**src/design/dxt1_pkg.sv**
```systemverilog
// Shared types, constants and helper functions of the DXT1 block decoder.
// No dependencies; every other file of the decoder imports this package.
`default_nettype none

package dxt1_pkg;

  // Depth of the block queue between the front and back parts.
  localparam int QDEPTH  = 2;
  localparam int QPTR_W  = $clog2(QDEPTH);
  localparam int QCNT_W  = $clog2(QDEPTH + 1);

  // Configuration register indexes (paddr[2]).
  typedef enum logic [0:0] {
    REG_COLOR_FORMAT = 1'b0,
    REG_SWAP_RED_BLUE = 1'b1
  } cfg_reg_t;

  typedef struct packed {
    logic [15:0] endpoint0;
    logic [15:0] endpoint1;
    logic [31:0] index_word;
  } in_item_t;

  typedef struct packed {
    logic [7:0] red;
    logic [7:0] green;
    logic [7:0] blue;
    logic [3:0] pixel_number;
    logic       last;
  } out_item_t;

  typedef struct packed {
    logic [7:0] red;
    logic [7:0] green;
    logic [7:0] blue;
  } color_t;

  // One decoded block: the expanded palette and the pixel indices.
  typedef struct packed {
    color_t [3:0] pal;
    logic [31:0]  index_word;
  } blk_t;

  // floor(x / 3) for x < 256 by multiplication with the reciprocal 171/512.
  function automatic logic [6:0] div3(input logic [7:0] x);
    logic [15:0] prod;
    prod = 16'(x) * 16'd171;
    return prod[15:9];
  endfunction

  // Rounded one-third blend: (2 * near + far + 1) / 3.
  function automatic logic [5:0] third(input logic [5:0] near, input logic [5:0] far);
    logic [7:0] s;
    s = {1'b0, near, 1'b0} + {2'b00, far} + 8'd1;
    return 6'(div3(s));
  endfunction

  // Rounded half blend, ties round up.
  function automatic logic [5:0] half(input logic [5:0] a, input logic [5:0] b);
    logic [6:0] s;
    s = {1'b0, a} + {1'b0, b} + 7'd1;
    return s[6:1];
  endfunction

  // Bit replication to 8 bits from a 6-bit or a 5-bit field.
  function automatic logic [7:0] widen(input logic [5:0] v, input logic six);
    return six ? {v, v[5:4]} : {v[4:0], v[4:2]};
  endfunction

endpackage

`default_nettype wire

```
**src/design/dxt1_block_decoder.sv**
```systemverilog
// Top level of the DXT1 (BC1) block decoder: configuration registers and
// the front, queue and back parts. Uses dxt1_pkg, dxt1_front, dxt1_queue, dxt1_back.
//
//   Channel   Ports                                  Transaction
//   input     push, full, in_item                    push && !full
//   result    pop, empty, out_item                   pop && !empty
//   config    psel, penable, pwrite, paddr, pwdata,  psel && penable && pwrite
//             prdata, pready                         (pready is tied high)
//
// Each compressed block yields sixteen pixels, one per cycle unless the result
// side stalls, walked by the back part's pixel counter. A block passes the front
// holding register, the queue, the back block register and the result register.
// The back walks one block, the queue holds two more and the front one more,
// so up to four blocks may be accepted while the result side stalls; full
// rises after that.
// Reset is synchronous on rst_n; it empties the pipeline and restores
// color_format to RGB565 and swap_red_blue to off.
`default_nettype none

module dxt1_block_decoder
  import dxt1_pkg::*;
(
  input  wire logic        clk,
  input  wire logic        rst_n,
  // input channel
  input  wire logic        push,
  output logic             full,
  input  wire in_item_t    in_item,
  // result channel
  output logic             empty,
  input  wire logic        pop,
  output out_item_t        out_item,
  // configuration port
  input  wire logic        psel,
  input  wire logic        penable,
  input  wire logic        pwrite,
  input  wire logic [2:0]  paddr,
  input  wire logic [31:0] pwdata,
  output logic [31:0]      prdata,
  output logic             pready
);

  logic     color_format_r, color_format_nxt;
  logic     swap_red_blue_r, swap_red_blue_nxt;
  logic     cfg_wr;
  cfg_reg_t cfg_sel;
  logic     q_wr, q_rd, q_full, q_valid;
  blk_t     q_wdata, q_rdata;

  // Registers sit at byte addresses 0 and 4, so paddr[2] picks one of them.
  assign pready  = 1'b1;
  assign cfg_wr  = psel && penable && pwrite;
  assign cfg_sel = cfg_reg_t'(paddr[2]);

  always_comb begin
    color_format_nxt  = color_format_r;
    swap_red_blue_nxt = swap_red_blue_r;
    prdata            = '0;
    case (cfg_sel)
      REG_COLOR_FORMAT: begin
        prdata = {31'b0, color_format_r};
        if (cfg_wr) begin
          color_format_nxt = pwdata[0];
        end
      end
      REG_SWAP_RED_BLUE: begin
        prdata = {31'b0, swap_red_blue_r};
        if (cfg_wr) begin
          swap_red_blue_nxt = pwdata[0];
        end
      end
      default: begin
        prdata = '0;
      end
    endcase
  end

  always_ff @(posedge clk) begin
    if (!rst_n) begin
      color_format_r  <= 1'b1;
      swap_red_blue_r <= 1'b0;
    end else begin
      color_format_r  <= color_format_nxt;
      swap_red_blue_r <= swap_red_blue_nxt;
    end
  end

  // The front decodes endpoints into the palette as the block is taken in;
  // configuration is read live; the user must change it only while idle (unchecked).
  dxt1_front u_front (
    .clk           (clk),
    .rst_n         (rst_n),
    .push          (push),
    .full          (full),
    .in_item       (in_item),
    .color_format  (color_format_r),
    .swap_red_blue (swap_red_blue_r),
    .q_wr          (q_wr),
    .q_wdata       (q_wdata),
    .q_full        (q_full)
  );

  // The queue lets the front keep taking blocks while the back is stalled.
  dxt1_queue u_queue (
    .clk     (clk),
    .rst_n   (rst_n),
    .wr      (q_wr),
    .wdata   (q_wdata),
    .q_full  (q_full),
    .rd      (q_rd),
    .rdata   (q_rdata),
    .q_valid (q_valid)
  );

  // The back loads the next block, if the queue holds one, in the cycle its last pixel
  // advances, so pixels of consecutive blocks follow without a gap.
  dxt1_back u_back (
    .clk      (clk),
    .rst_n    (rst_n),
    .q_valid  (q_valid),
    .q_rdata  (q_rdata),
    .q_rd     (q_rd),
    .empty    (empty),
    .pop      (pop),
    .out_item (out_item)
  );

endmodule

`default_nettype wire

```
**src/design/dxt1_front.sv**
```systemverilog
// Front part of the DXT1 decoder: takes a compressed block, decides the mode
// and builds the expanded palette into a holding register. Uses dxt1_pkg.
`default_nettype none

module dxt1_front
  import dxt1_pkg::*;
(
  input  wire logic     clk,
  input  wire logic     rst_n,
  input  wire logic     push,
  output logic          full,
  input  wire in_item_t in_item,
  input  wire logic     color_format,
  input  wire logic     swap_red_blue,
  output logic          q_wr,
  output blk_t          q_wdata,
  input  wire logic     q_full
);

  logic       fr_valid_r, fr_valid_nxt;
  blk_t       fr_blk_r, fr_blk_nxt;
  logic       accept;
  logic       four;
  logic [5:0] r0, g0, b0, r1, g1, b1;
  logic [5:0] r2, g2, b2, r3, g3, b3;

  assign full    = fr_valid_r && q_full;
  assign accept  = push && !full;
  assign q_wr    = fr_valid_r && !q_full;
  assign q_wdata = fr_blk_r;

  // Palette build; the mode compares the raw endpoints before any swap.
  always_comb begin
    four = in_item.endpoint0 > in_item.endpoint1;
    r0 = {1'b0, in_item.endpoint0[4:0]};
    r1 = {1'b0, in_item.endpoint1[4:0]};
    if (color_format) begin
      g0 = in_item.endpoint0[10:5];
      g1 = in_item.endpoint1[10:5];
      b0 = {1'b0, in_item.endpoint0[15:11]};
      b1 = {1'b0, in_item.endpoint1[15:11]};
    end else begin
      g0 = {1'b0, in_item.endpoint0[9:5]};
      g1 = {1'b0, in_item.endpoint1[9:5]};
      b0 = {1'b0, in_item.endpoint0[14:10]};
      b1 = {1'b0, in_item.endpoint1[14:10]};
    end
    if (swap_red_blue) begin
      {r0, b0} = {b0, r0};
      {r1, b1} = {b1, r1};
    end
    if (four) begin
      r2 = third(r0, r1);
      g2 = third(g0, g1);
      b2 = third(b0, b1);
      r3 = third(r1, r0);
      g3 = third(g1, g0);
      b3 = third(b1, b0);
    end else begin
      r2 = half(r0, r1);
      g2 = half(g0, g1);
      b2 = half(b0, b1);
      r3 = '0;
      g3 = '0;
      b3 = '0;
    end
    fr_blk_nxt.index_word   = in_item.index_word;
    fr_blk_nxt.pal[0].red   = widen(r0, 1'b0);
    fr_blk_nxt.pal[0].green = widen(g0, color_format);
    fr_blk_nxt.pal[0].blue  = widen(b0, 1'b0);
    fr_blk_nxt.pal[1].red   = widen(r1, 1'b0);
    fr_blk_nxt.pal[1].green = widen(g1, color_format);
    fr_blk_nxt.pal[1].blue  = widen(b1, 1'b0);
    fr_blk_nxt.pal[2].red   = widen(r2, 1'b0);
    fr_blk_nxt.pal[2].green = widen(g2, color_format);
    fr_blk_nxt.pal[2].blue  = widen(b2, 1'b0);
    if (four) begin
      fr_blk_nxt.pal[3].red   = widen(r3, 1'b0);
      fr_blk_nxt.pal[3].green = widen(g3, color_format);
      fr_blk_nxt.pal[3].blue  = widen(b3, 1'b0);
    end else begin
      fr_blk_nxt.pal[3] = '0;
    end
  end

  always_comb begin
    fr_valid_nxt = fr_valid_r;
    if (accept) begin
      fr_valid_nxt = 1'b1;
    end else if (q_wr) begin
      fr_valid_nxt = 1'b0;
    end
  end

  always_ff @(posedge clk) begin
    if (!rst_n) begin
      fr_valid_r <= 1'b0;
    end else begin
      fr_valid_r <= fr_valid_nxt;
    end
  end

  always_ff @(posedge clk) begin
    if (accept) begin
      fr_blk_r <= fr_blk_nxt;
    end
  end

endmodule

`default_nettype wire

```
**src/design/dxt1_queue.sv**
```systemverilog
// Short queue of decoded blocks between the front and back parts.
// Depth comes from dxt1_pkg::QDEPTH.
`default_nettype none

module dxt1_queue
  import dxt1_pkg::*;
(
  input  wire logic clk,
  input  wire logic rst_n,
  input  wire logic wr,
  input  wire blk_t wdata,
  output logic      q_full,
  input  wire logic rd,
  output blk_t      rdata,
  output logic      q_valid
);

  blk_t              mem_r [QDEPTH];
  logic [QPTR_W-1:0] wptr_r, wptr_nxt, rptr_r, rptr_nxt;
  logic [QCNT_W-1:0] cnt_r, cnt_nxt;

  assign q_full  = cnt_r == QCNT_W'(QDEPTH);
  assign q_valid = cnt_r != '0;
  assign rdata   = mem_r[rptr_r];

  always_comb begin
    wptr_nxt = wptr_r;
    rptr_nxt = rptr_r;
    cnt_nxt  = cnt_r;
    if (wr) begin
      wptr_nxt = (wptr_r == QPTR_W'(QDEPTH - 1)) ? '0 : wptr_r + 1'b1;
    end
    if (rd) begin
      rptr_nxt = (rptr_r == QPTR_W'(QDEPTH - 1)) ? '0 : rptr_r + 1'b1;
    end
    if (wr && !rd) begin
      cnt_nxt = cnt_r + 1'b1;
    end else if (rd && !wr) begin
      cnt_nxt = cnt_r - 1'b1;
    end
  end

  always_ff @(posedge clk) begin
    if (!rst_n) begin
      wptr_r <= '0;
      rptr_r <= '0;
      cnt_r  <= '0;
    end else begin
      wptr_r <= wptr_nxt;
      rptr_r <= rptr_nxt;
      cnt_r  <= cnt_nxt;
    end
  end

  always_ff @(posedge clk) begin
    if (wr) begin
      mem_r[wptr_r] <= wdata;
    end
  end

  a_no_overflow: assert property (@(posedge clk) disable iff (!rst_n) !(wr && q_full))
    else $error("block queue written while full");
  a_no_underflow: assert property (@(posedge clk) disable iff (!rst_n) !(rd && !q_valid))
    else $error("block queue read while empty");
  a_count_bound: assert property (@(posedge clk) disable iff (!rst_n)
    cnt_r <= QCNT_W'(QDEPTH))
    else $error("block queue count beyond depth");

endmodule

`default_nettype wire

```
**src/design/dxt1_back.sv**
```systemverilog
// Back part of the DXT1 decoder (uses dxt1_pkg): walks the sixteen indices
// of a decoded block and drives one pixel per cycle to out_r unless stalled.
`default_nettype none

module dxt1_back
  import dxt1_pkg::*;
(
  input  wire logic clk,
  input  wire logic rst_n,
  input  wire logic q_valid,
  input  wire blk_t q_rdata,
  output logic      q_rd,
  output logic      empty,
  input  wire logic pop,
  output out_item_t out_item
);

  logic      busy_r, busy_nxt;
  blk_t      blk_r;
  logic [3:0] cnt_r, cnt_nxt;
  logic      ovalid_r, ovalid_nxt;
  out_item_t out_r, pix;
  logic      adv, done, load;
  logic [1:0] sel;

  assign empty    = !ovalid_r;
  assign out_item = out_r;

  assign adv  = busy_r && (!ovalid_r || pop);
  assign done = adv && (cnt_r == 4'd15);
  assign load = q_valid && (!busy_r || done);
  assign q_rd = load;

  always_comb begin
    sel              = blk_r.index_word[{cnt_r, 1'b0} +: 2];
    pix.red          = blk_r.pal[sel].red;
    pix.green        = blk_r.pal[sel].green;
    pix.blue         = blk_r.pal[sel].blue;
    pix.pixel_number = cnt_r;
    pix.last         = cnt_r == 4'd15;
  end

  always_comb begin
    busy_nxt   = busy_r;
    cnt_nxt    = cnt_r;
    ovalid_nxt = ovalid_r;
    if (pop && ovalid_r) begin
      ovalid_nxt = 1'b0;
    end
    if (adv) begin
      ovalid_nxt = 1'b1;
      cnt_nxt    = cnt_r + 1'b1;
    end
    if (done) begin
      busy_nxt = 1'b0;
    end
    if (load) begin
      busy_nxt = 1'b1;
      cnt_nxt  = '0;
    end
  end

  always_ff @(posedge clk) begin
    if (!rst_n) begin
      busy_r   <= 1'b0;
      cnt_r    <= '0;
      ovalid_r <= 1'b0;
    end else begin
      busy_r   <= busy_nxt;
      cnt_r    <= cnt_nxt;
      ovalid_r <= ovalid_nxt;
    end
  end

  always_ff @(posedge clk) begin
    if (adv) begin
      out_r <= pix;
    end
    if (load) begin
      blk_r <= q_rdata;
    end
  end

  a_pixel_order: assert property (@(posedge clk) disable iff (!rst_n)
    (pop && ovalid_r && !out_r.last) |=>
      (ovalid_r && out_r.pixel_number == $past(out_r.pixel_number) + 4'd1))
    else $error("pixels of a block not consecutive");
  a_last_flag: assert property (@(posedge clk) disable iff (!rst_n)
    ovalid_r |-> (out_r.last == (out_r.pixel_number == 4'd15)))
    else $error("last flag does not match pixel number");
  a_load_idle: assert property (@(posedge clk) disable iff (!rst_n)
    load |-> (!busy_r || cnt_r == 4'd15))
    else $error("new block loaded while pixels remain");

endmodule

`default_nettype wire
```
**config.mk**
```make
export PLATFORM = sky130hd
export DESIGN_NAME = dxt1_block_decoder
export DESIGN_NICKNAME = d
export VERILOG_FILES = /design/src/design/dxt1_pkg.sv /design/src/design/dxt1_block_decoder.sv /design/src/design/dxt1_front.sv /design/src/design/dxt1_queue.sv /design/src/design/dxt1_back.sv
export SDC_FILE = /design/constraint.sdc
export NUM_CORES = 1
export LEC_CHECK = 0
export BUFFER_PORTS_ARGS = -buffer_cell sky130_fd_sc_hd__buf_2
export CELL_PAD_IN_SITES_DETAIL_PLACEMENT = 1
export CELL_PAD_IN_SITES_GLOBAL_PLACEMENT = 1
export CORE_ASPECT_RATIO = 0.7
export CORE_MARGIN = 4
export CORE_UTILIZATION = 43
export CTS_CLUSTER_DIAMETER = 200
export DETAILED_ROUTE_END_ITERATION = 16
export PLACE_DENSITY_LB_ADDON = 0.12
export SETUP_SLACK_MARGIN = 0.1
export SYNTH_ARGS = -nofsm -noshare
export SYNTH_HDL_FRONTEND = slang
export SYNTH_SLANG_ARGS = --single-unit
export TNS_END_PERCENT = 5
```
**constraint.sdc**
```tcl
create_clock -name clk -period 13.3 [get_ports clk]
set_input_delay 0 -clock clk [delete_from_list [all_inputs] [get_ports clk]]
set_output_delay 0 -clock clk [all_outputs]
set_load 0.03 [all_outputs]
```
## Yosys cells after proc, flatten, opt, wreduce, memory -nomap -nowiden

Memory sizes are Yosys's and may differ from the RTL's. A register that Yosys moved wholly into a read port is not among the register bits.
Cells that the tools add are included.

| cells by class | value |
|---|---|
| $lt $le $gt $ge | 2 |
| equal/unequal tests | 2 |
| bitwise gates (word level) | 2 |
| add/subtract/negate cells | 23 |
| reduce and logical (&&, ||, !) cells | 27 |
| shift operators | 1 |
| multiply operators | 6 |
| mux-type cells | 30 |

Operators by type and width:

| kind | number |
|---|---|
| 32-bit one-hot mux with 2 select lines | 1 |
| 8-bit by 8-bit multiplier with 14-bit output, second input constant | 4 |
| 8-bit by 1-bit adder with 8-bit output, second input constant | 6 |
| 24-bit binary-select mux with 2-bit select | 1 |
| 5-bit two-way mux | 8 |
| 8-bit two-way mux | 4 |
| 32-bit by 6-bit indexed part select with 2-bit output | 1 |
| 8-bit by 8-bit multiplier with 15-bit output, second input constant | 2 |
| 6-bit by 5-bit adder with 7-bit output | 4 |
| 24-bit two-way mux | 1 |
| 6-bit two-way mux | 3 |
| 7-bit by 6-bit adder with 8-bit output | 2 |
| 16-bit greater-than comparator | 1 |
| 5-bit by 5-bit adder with 6-bit output | 2 |
| 6-bit by 1-bit adder with 6-bit output, second input constant | 2 |
| 1-bit logical AND | 11 |
| 1-bit two-way mux | 10 |
| 2-bit nonzero test | 5 |
| 6-bit by 6-bit adder with 7-bit output | 1 |
| 7-bit by 1-bit adder with 7-bit output, second input constant | 1 |
| 1-bit logical NOT | 6 |
| 4-bit by 1-bit adder with 4-bit output, second input constant | 1 |
| 4-bit == test, second input constant | 1 |
| 2-bit two-way mux | 2 |
| other kinds (9) | 13 |

| storage, ports and cells | value |
|---|---|
| memories kept | 1 |
| output and inout bits | 64 |
| flip-flop bits (word level) | 170 |
| input bits | 106 |
| memory bits (writable) | 256 |

Memories:

| name | depth | bits a word | read ports | clocked after memory_dff | write ports | RTL line | RTL |
|---|---|---|---|---|---|---|---|
| u_queue.mem_r | 2 | 128 | 1 | 1 | 1 | dxt1_queue.sv:18 | `blk_t mem_r [QDEPTH];` |

## Longest topological paths before layout

| depth | value |
|---|---|
| depth after elaboration | 9 |
| depth in mapped cells | 28 |

## Modules after synthesis

From an unflattened synthesis, not the netlist that was laid out.

| second synthesis, totals | value |
|---|---|
| cells, all modules | 1911 |
| area, all modules | 28028.1 um2 |

Modules (own cells, without submodules):

| module | cells each | area an instance (um2) | times used |
|---|---|---|---|
| dxt1_front | 1151 | 12060.3 | 1 |
| dxt1_queue | 420 | 9507.9 | 1 |
| dxt1_back | 295 | 6105.9 | 1 |
| dxt1_block_decoder | 45 | 354.1 | 1 |

## Worst setup path after synthesis

OpenSTA, ideal clock, no wires.

| timing path | value |
|---|---|
| path kind | register -> register |
| start | reg color_format_r |
| end | reg u_front.fr_blk_r (netlist bit u_front.q_wdata[110]) (data pin) |
| cell stages (with the launch flop) | 29 |
| clock period less this slack | 6.507 ns |
| path slack | 6.793 ns |
| arrival | 6.241 ns |
| buffers on the path | 3 |
| cells stage by stage | dfxtp_1 -> buf_2 -> clkbuf_1 -> buf_1 -> nand2_1 -> o21ai_0 -> nor2_1 -> a21oi_1 -> fa_1 -> xor2_1 -> nand4_1 -> nor3b_1 -> a31oi_1 -> o211ai_1 -> xnor2_1 -> fa_1 -> inv_1 -> fa_1 -> inv_1 -> fa_1 -> inv_1 -> ha_1 -> o2111ai_1 -> a21oi_1 -> a211oi_1 -> o21ai_0 -> a21oi_1 -> xor2_1 -> nor2_1 |

| between the ends | value |
|---|---|
| word-level cells in the longest chain between the ends | 5 |
| elaborated cells on any way between the ends | 7 |

RTL lines:

| what | RTL line | RTL |
|---|---|---|
| start, declared | dxt1_block_decoder.sv:43 | `logic color_format_r, color_format_nxt;` |
| start signal, assigned | dxt1_block_decoder.sv:83 | `color_format_r <= color_format_nxt;` |
| 5-bit two-way mux | dxt1_front.sv:37 | `if (color_format) begin` |
| 5-bit two-way mux | dxt1_front.sv:48 | `if (swap_red_blue) begin` |
| named net u_front.b1[1] | dxt1_front.sv:24 | `logic [5:0] r0, g0, b0, r1, g1, b1;` |
| 6-bit by 5-bit adder with 7-bit output | dxt1_pkg.sv:54 | `s = {1'b0, near, 1'b0} + {2'b00, far} + 8'd1;` |
| 8-bit by 1-bit adder with 8-bit output | dxt1_pkg.sv:54 |  |
| 8-bit by 8-bit multiplier with 14-bit output | dxt1_pkg.sv:47 | `prod = 16'(x) * 16'd171;` |
| end signal, assigned | dxt1_front.sv:105 | `fr_blk_r <= fr_blk_nxt;` |
| end, declared | dxt1_front.sv:21 | `blk_t fr_blk_r, fr_blk_nxt;` |

The timed path passes the listed nets, and every way through them passes these cells.
A chain may end at the register's enable or synchronous reset.

## Worst setup path in the final report

| timing path | value |
|---|---|
| start | reg color_format_r |
| end | reg u_front.fr_blk_r (netlist bit u_front.q_wdata[110]) (data pin) |

| between the ends | value |
|---|---|
| word-level cells in the longest chain between the ends | 5 |
| elaborated cells on any way between the ends | 7 |

RTL lines:

| what | RTL line |
|---|---|
| 5-bit two-way mux | dxt1_front.sv:37 |
| 5-bit two-way mux | dxt1_front.sv:48 |
| named net u_front.b0[1] | dxt1_front.sv:24 |
| 6-bit by 5-bit adder with 7-bit output | dxt1_pkg.sv:54 |
| 8-bit by 1-bit adder with 8-bit output | dxt1_pkg.sv:54 |
| 8-bit by 8-bit multiplier with 14-bit output | dxt1_pkg.sv:47 |

The timed path passes the listed nets, and every way through them passes these cells.

==> tab_implementation.tex <==
\begin{tabular}{lr}
\hline
Metric & Value \\
\hline
\multicolumn{2}{l}{\textbf{Worst setup path}} \\
Kind of end point of the critical path & flip-flop \\
Most used cell, CP & fa\_1 \\
Reg2reg path depth & 25 \\
FF-to-FF setup slack & 5.96 ns \\
Endpoint of the most critical register-to-register path & u\_front.q\_wdata[110] \\
Critical-path top delay cell & fa\_1 \\
Nature of the critical path startpoint & flip-flop \\
Critical setup path kind & flip-flop to flip-flop \\
Peak per-stage delay on the critical path & 0.56 ns \\
Highest net fanout along the worst path & 45 \\
Crit path required time & 13.55 ns \\
CP Data Arrival Time & 7.59 ns \\
Launching point of the worst reg2reg path & color\_format\_r \\
\multicolumn{2}{l}{\textbf{Logic synthesis}} \\
Syn avg cell area & 13.95 sq um \\
Number of synthesized register bits & 452 \\
Syn Inst Count & 1799 \\
Async SR Flop Fraction & 0 \\
Count of flip-flops with a built-in enable after synthesis & 439 \\
Sequential share of the synthesized area & 0.5355 \\
Library cells used by synthesis & 57 \\
Combined area of all synthesized cells & 25100 sq um \\
Top\_reg\_cell synth & edfxtp\_1 \\
Warnings, synthesis & 0 \\
\multicolumn{2}{l}{\textbf{Clocking}} \\
Count of cells resized by post-cts repair & 0 \\
Number of hold buffers added after CTS & 62 \\
TritonCTS clock tree & done \\
Clk buf depth & 3 \\
Clock buffers created by TritonCTS & 45 \\
Num Clock Sinks & 452 \\
Clock latency at the later pin of the worst-skew pair & 0.55 ns \\
H-tree depth reported by CTS & 2 \\
Root buffer selected by CTS & clkbuf\_16 \\
Clock transition time at the flip-flop clock pins of the worst setup and hold paths & 0.07 ns \\
Post CTS Setup Buffer Count & 0 \\
\multicolumn{2}{l}{\textbf{Final layout}} \\
Count of inserted antenna diode cells & 0 \\
Layout fillers & 5719 \\
NumNets Final & 2458 \\
Fraction of final layout cells sized beyond drive strength 1 & 0.1661 \\
Share of the core filled with cells in the final layout & 0.4986 \\
Post-synthesis to final-layout area growth & 13.74\% \\
\multicolumn{2}{l}{\textbf{Placed design}} \\
IO buf count & 104 \\
Weighted congestion reported at the end of routability-driven placement & 0.8101 \\
Detailed placer's ending HPWL & 38.46 mm \\
\multicolumn{2}{l}{\textbf{Timing}} \\
Final hold violations & 0 \\
Pin slew with the least headroom to its limit & 1.076 ns \\
Final period demand of the worst path & 7.340 ns \\
Pins Over Slew Limit & 0 \\
Maximum achievable frequency & 136.2 MHz \\
Setup TNS Final & 0 ns \\
Setup-violating endpoint count in the final report & 0 \\
Rel. slew slack & 0.2828 \\
Clock skew after layout & 0.02457 ns \\
Unrepaired setup endpoints after global routing & no \\
Final critical-path share of the clock period & 0.5519 \\
\multicolumn{2}{l}{\textbf{Die}} \\
Die boundary height & 210.2 microns \\
Area of the die & 62370 sq um \\
Placeable Area & 57270 sq um \\
Effective utilization at floorplan & 0.4384 \\
X dimension of the die & 296.8 microns \\
IO Pins & 170 \\
Number of rows in the core area & 73 \\
\multicolumn{2}{l}{\textbf{Drt}} \\
Drc violations & 0 \\
Detailed-router iteration count before antenna repair & 5 \\
Avg WL per Cell & 19.54 microns \\
Total vias in the final route & 14280 \\
Final Routed Wirelength & 54.30 mm \\
Post-DRT Antenna Nets & 0 \\
Starting DRT DRC Count & 689 \\
Vias/cell & 5.138 \\
\multicolumn{2}{l}{\textbf{Power}} \\
PwrDens & 222.9 nW/um\^{}2 \\
Leakage power figure & 11.77 nW \\
Worst voltage drop across the vdd grid & 0.1756 mV \\
\multicolumn{2}{l}{\textbf{Outcome}} \\
Result of the run & complete, no violations \\
\multicolumn{2}{l}{\textbf{Hold path}} \\
Worst Hold Class & input port to flip-flop \\
Min-Delay Endpoint & u\_front.q\_wdata[41] \\
Worst Hold Path Cells & 3 \\
Hold\_sp & in\_item[58] \\
\multicolumn{2}{l}{\textbf{Global route}} \\
Global-route total usage across every layer & 0.1773 \\
Antenna violations before repair & 1 \\
Pin count of the biggest net entering global routing & 77 \\
Aggregate global routing overflow & 0 \\
Via count of the first global-routing pass & 15910 \\
First-pass GRT wire length & 88.09 mm \\
\multicolumn{2}{l}{\textbf{Flow run}} \\
Max-Cap Viols & 0 \\
\hline
\end{tabular}
==> per-layer routing <==
| layer | GRT usage | vias to the layer above | wire (microns) |
|---|---|---|---|
| li1 | - | 6833 | - |
| met1 | 0.2407 | 7209 | 25320 |
| met2 | 0.3085 | 159 | 26490 |
| met3 | 0.02255 | 76 | 1523 |
| met4 | 0.03826 | 2 | 956 |
| met5 | 0 | - | 13 |
==> through the flow <==
step / cells / hold WS, ns / area [sq um] / setup slack (ns) / total power [W]
floorplan: 1837 / 0.09887 / 25250 / 6.793 / 0.004320
global placement: 2634 / 0.1772 / 26420 / 6.058 / 0.005002
detailed placement: 2634 / 0.1788 / 26420 / 5.941 / 0.005149
CTS: 2779 / 0.005499 / 28550 / 5.887 / 0.006489
global route: 2779 / 0.01776 / 28550 / 5.370 / 0.006968
finish: 2779 / 0.04498 / 28550 / 5.960 / 0.006366
==> cell type report <==
type | instances | area [sq um] | area share
multi-input combinational | 1078 | 10510 | 0.3681
tap | 750 | 938.4 | 0.03286
timing repair buffer | 183 | 1269 | 0.04443
clock buffer | 52 | 1195 | 0.04185
inverter | 233 | 877.1 | 0.03072
clock inverter | 31 | 317.8 | 0.01113
sequential | 452 | 13450 | 0.4709
==> critical path, delay by kind of cell, from the launching register on <==
kind                     cells  cell delay, ns
AO/OA/AOI/OAI                7            1.67
XOR/XNOR                     3            0.61
adder cells (fa/ha/maj)      6            2.54
buffers and inverters        4            0.59
flip-flops                   1            0.34
multiplexers                 2            0.77
AND/OR/NAND/NOR              3            0.49
==> layout by cell type, fill, tap and decap left out, drive strengths merged, types with 6 or more instances in the layout <==
master       count
ha             290
o21ai           55
and2             7
a21oi           66
fa              69
mux4            28
nand2           73
a21boi           6
nor2            52
edfxtp         439
a31oi            8
nor3            10
dlygate4sd3     62
clkinv          19
mux2i           13
a21o            22
xnor2           58
nand2b           6
dfxtp           13
inv            235
buf            121
nand3           14
nor2b            9
xor2            35
a211oi          15
clkbuf          52
conb            40
mux2           122
bufinv           6
nand4           13
o21a            15
==> cells in the mapped netlist (all sizes together) (35+ instances only) <==
library cell / n / area share
edfxtp: 439 / 0.53
ha: 290 / 0.14
inv: 233 / 0.035
mux2: 122 / 0.055
nand2: 73 / 0.011
fa: 69 / 0.055
a21oi: 66 / 0.013
xnor2: 58 / 0.020
o21ai: 55 / 0.011
nor2: 52 / 0.0078
buf: 46 / 0.014
xor2: 35 / 0.012
==> where the power goes <==
| part | leakage (nW) | switching, W | total [W] | internal, W |
|---|---|---|---|---|
| clock | 0.734 | 0.000527 | 0.00129 | 0.000763 |
| sequential | 4.23 | 0.000130 | 0.00215 | 0.00202 |
| combinational | 6.81 | 0.00172 | 0.00292 | 0.00120 |
| total | 11.8 | 0.00238 | 0.00637 | 0.00399 |
==> logic make-up (layout without fill, tap and decap cells) <==
group           Yosys count  after routing  synth area share
buf+inv                 307            499           0.05288
compound gates          223            223           0.05542
fa+ha+maj               359            359            0.1996
simple gates            200            200           0.03663
mux                     163            163           0.08727
xor+xnor                 93             93           0.03245
other cells               2             40         0.0002992
flops                   452            452            0.5355
==> worst max path at each step <==
stage | startpoint | endpoint
3_5_place_dp | color_format_r | u_front.q_wdata[110]
5_1_grt | color_format_r | u_front.q_wdata[110]
3_3_place_gp | color_format_r | u_front.q_wdata[110]
4_1_cts | color_format_r | u_front.q_wdata[110]
2_1_floorplan | color_format_r | u_front.q_wdata[110]
6_report | color_format_r | u_front.q_wdata[110]
==> flip-flops by register name, summed over array words and instances (netlist names) <==
name,cells
u_back.busy_r,1
u_front.q_wdata,104
u_queue.rptr_r,1
u_queue.mem_r,208
u_queue.cnt_r,2
u_back.blk_r,104
color_format_r,1
u_front.fr_valid_r,1
u_back.ovalid_r,1
swap_red_blue_r,1
u_back.out_item,23
u_queue.wptr_r,1
u_back.cnt_r,4
Note: power is estimated with default switching activity, not from simulation.
